File: src/hw/rtl/mpm_ram.sv
// ----------------------------------------------------------------------------
// mpm_ram
// Simple dual-port RAM: one write port, one read port, registered read data.
// ----------------------------------------------------------------------------
module mpm_ram #(
    parameter int WIDTH = 8,
    parameter int DEPTH = 16
) (
    input  logic                     i_clk,
    input  logic                     i_we,
    input  logic [$clog2(DEPTH)-1:0] i_waddr,
    input  logic [WIDTH-1:0]         i_wdata,
    input  logic                     i_re,
    input  logic [$clog2(DEPTH)-1:0] i_raddr,
    output logic [WIDTH-1:0]         o_rdata
);

    logic [WIDTH-1:0] r_mem [DEPTH];
    logic [WIDTH-1:0] r_rdata;

    always_ff @(posedge i_clk) begin
        if (i_we) begin
            r_mem[i_waddr] <= i_wdata;
        end
        if (i_re) begin
            r_rdata <= r_mem[i_raddr];
        end
    end

    assign o_rdata = r_rdata;

endmodule

File: config.mk
export PLATFORM = sky130hd
export DESIGN_NAME = mpm_ram
export DESIGN_NICKNAME = d
export VERILOG_FILES = /design/src/hw/rtl/mpm_ram.sv
export SDC_FILE = /design/constraint.sdc
export NUM_CORES = 1
export LEC_CHECK = 0
export ABC_CLOCK_PERIOD_IN_PS = 2990
export BUFFER_PORTS_ARGS = -buffer_cell sky130_fd_sc_hd__buf_2
export CAP_MARGIN = 30
export CORE_MARGIN = 4
export CORE_UTILIZATION = 25
export CTS_CLUSTER_SIZE = 25
export DETAILED_ROUTE_END_ITERATION = 6
export PLACE_DENSITY_LB_ADDON = 0.3
export SYNTH_ARGS = -nofsm -noshare
export SYNTH_HDL_FRONTEND = slang
export SYNTH_SLANG_ARGS = --single-unit
File: constraint.sdc
create_clock -name i_clk -period 2.99 [get_ports i_clk]
set_input_delay 0.897 -clock i_clk [delete_from_list [all_inputs] [get_ports i_clk]]
set_output_delay 0.897 -clock i_clk [all_outputs]
set_load 0.01 [all_outputs]
======== Word level (Yosys, flattened, before mapping) ========
Memories as Yosys holds them, arrays and structs flattened. A register that Yosys moved wholly into a read port is not among the register bits.
Index checks and enable logic that the tools add are counted.
operators by class
  multiplexer cells ....................... 2
operator list
  kind              number
  1-bit 2-to-1 mux  2
word-level totals
  flip-flop bits (word level) ............. 0
  bits in writable memories ............... 128
  word-level logic and storage cells ...... 3
  memories kept ........................... 1
memory list
  name   depth  width  rd ports  clocked after memory_dff  wr ports  line  text
  r_mem  16     8      1         1                         1         18    logic [WIDTH-1:0] r_mem [DEPTH];

======== Depth between registers and ports, before layout ========
  depth in word-level cells ............... 2
  mapped depth ............................ 5

======== Worst setup path after synthesis ========
No wires, ideal clock.
  path type ............................... input to register
  from .................................... input port i_waddr[2]
  to ...................................... memory r_mem[0][0], enable pin
  arrival ................................. 2.007 ns
  path slack .............................. 0.600 ns
  stages on the path ...................... 2
  path through ............................ or3b_2 -> nor3_1
RTL lines
  element          line  text
  start, declared  11    input logic [$clog2(DEPTH)-1:0] i_waddr,
  end, declared    18
Straight into the memory's write port.

==> impl_results.md <==
* WS Path Type: input pin to flip-flop
* Synthesis Warnings at 0
* Worst-Skew Late Latency at 0.42 ns
* Drt wl/cell at ~20 um
* First drt pass iteration count at 4
* Vias in the first global route at 2593
* CTS tree: built
* Max-slew violation count at 0
* Tmin final at 2.088 ns
* Setup bufs post-CTS at 0
* Die Y-Extent at between 150 and 200 um
* FF-to-FF path depth at 3
* Vias at 2443
* Grt total ovfl at 0
* Post-synthesis sequential area ratio at 0.7812
* Hold Crit Depth at 3
* Root Driver: clkbuf_16
* #FFs+latches synth at 136
* Worst-margin pin slew at 0.7542 ns
* Static Leak at about 2.1 nW
* Die Footprint at 23290 um^2
* # IOs at 27
* Tightest Hold Check Type: flip-flop to flip-flop
* Syn-to-layout area delta at 21.59%
* Cell Count Post-Placement at 533
* First-pass GRT wire length at 17060 um
* # DRC at 0
* Max FO, Critical Path at 32
* CP peak stage delay at 0.59 ns
* Largest cells by area after synthesis: edfxtp_1 78%, mux4_2 7.8%, mux4_1 7.0%, a22oi_1 2.3%, nor2_1 0.93%
* Max-Cap Viols at 0
* Final wirelength at 11260 um
* Worst hold slack at between 0.7 and 0.8 ns
* Clock Skew at 0.006508 ns
* CP Data Arrival Time at 2.25 ns
* Placer Congestion at 0.6899
* Ant. Diodes at 0
* Antenna-violating nets left at 0
* Mapped cell area at 5228 um^2
* Synth Net Count at 248
* Layout cells sized above 1 at 0.3119
* Port buffer count at 26
* Biggest area consumer among synthesized cells: edfxtp_1
* Core area at 20430 um^2
* DPL Wire Length at 7152 um
* Num CTS Buffers at 17
* Final Cell Area at 6356 um^2
* R2r startpoint: r_mem[1][5]$_DFFE_PP_
* Largest net degree at the start of global routing at 33
* Die width at 152.6 um
* Initial core utilization at 0.2559
* Peak supply drop at 422.0 uV
* GR Util All Layers at 0.1022
* Slew headroom at 0.4962
* Worst Setup Slack post-DPL at 0.4051 ns
* Clock tree buffer depth at 2
* WP data required at between 3 and 4 ns
* Endpoints failing setup at 0
* Final Util at 0.3111
* Worst setup EP type: flip-flop
* Crit path launch type: input pin
* Post-layout net count at 301
* Count of non-filler cells in the finished layout at around 570
* Slowest stage cell, crit path: mux4_1
* CTS Sinks at 136
* 1st-iter DRT viols at 237
* Cts repair resizes at 0
* Worst Setup SP: i_raddr[0]
* Post-route setup slack at between 0.9 and 1 ns
* Synthesized area per cell at 22.83 um^2
* Tot Pwr at ~4.4 mW
* FP Rows at 52
* Setup TNS at 0 ns
* Vias per cell at between 4 and 5
* PwrDens at 696.8 nW/um^2
* Post-DP Area at 5769 um^2
* Status: complete, no violations
* Hold path startpoint: r_mem[0][1]$_DFFE_PP_
* Final count of hold timing violations at 0
* Critical Path, Cell by Cell: buf_2 > buf_12 > mux4_1 > a22oi_1 > nand2_1
* Post-synthesis cell count at 229
* Initial antenna violation count at 0
* Cell variety after synth at 18
* RSZ-0062 raised after global routing: no
* Final period utilization at 0.6984
* H-Tree Level Count at 4
* Clock-pin slew on the worst setup and hold paths at around 0.06 ns
* Hold buffers post-CTS at 0
* Top-area cell type share of the netlist area at 0.7812
* Achievable frequency at 478.9 MHz
==> synth_stat cells <==
cell type	n
nor2_1	13
buf_4	1
a22oi_1	16
and2_1	1
nor3_1	4
mux4_2	18
nand2b_1	2
nor2b_1	1
buf_2	3
nand3b_1	2
and2b_1	1
or3b_2	1
edfxtp_1	136
mux4_1	14
clkdlybuf4s25_2	3
nand3_1	1
nand2_1	9
buf_6	3
==> final cells by class <==
class,count,area (um^2)
fillers,2007,14070
flip-flops and latches,136,4084
multi-input cells,83,1057
clock buffers,18,429.2
well taps,270,337.8
repair buffers,44,290.3
clock inverters,14,157.7
==> worst max-delay path, delay by kind of cell <==
kind	cells	cell delay, ns
multiplexers	1	0.59
AO/OA/AOI/OAI	1	0.30
buffers and inverters	2	0.35
AND/OR/NAND/NOR	1	0.09
==> power by group <==
group | internal, mW | switching (mW) | total [mW]
logic | 0.0833 | 0.126 | 0.209
registers | 2.15 | 0.0104 | 2.16
clock network | 1.30 | 0.763 | 2.06
total | 3.53 | 0.899 | 4.43
==> placed cells by master (no fill, tap or decap), types with 3 or more instances in the layout <==
cell type / count
nand2_1: 9
bufinv_16: 3
edfxtp_1: 136
nor3_1: 4
mux4_2: 18
nor2_1: 13
clkinv_2: 4
buf_4: 16
buf_2: 26
mux4_1: 14
a22oi_1: 16
clkbuf_16: 17
clkinvlp_4: 3
==> per-layer routing <==
layer / GRT usage / share of wire / up-vias
met5: 0 / 0 / -
met3: 0.03834 / 0.051 / 14
met4: 0.03182 / 0.017 / 0
met1: 0.1423 / 0.48 / 1276
met2: 0.1490 / 0.45 / 65
li1: - / - / 1088
==> final timing paths <==
path	end	slack [ns]
worst max-delay path	o_rdata[5]$_DFFE_PP_	0.90
worst min-delay path	o_rdata[1]$_DFFE_PP_	0.77
worst max register to register	o_rdata[5]$_DFFE_PP_	1.49
worst min register to register	o_rdata[1]$_DFFE_PP_	0.77
==> kinds of logic (layout without fill, tap and decap cells) <==
group,after synthesis,count (layout),share of synthesized area
muxes,32,32,0.1479
DFF,136,136,0.7812
and+or+nand+nor,35,35,0.03136
buffers and inverters,10,76,0.01651
AOI/OAI and AO/OA,16,16,0.02298
==> flip-flops by register name (all words and copies together) (netlist names) <==
signal / flops
r_mem: 128
o_rdata: 8
Note: power is estimated with default switching activity, not from simulation.
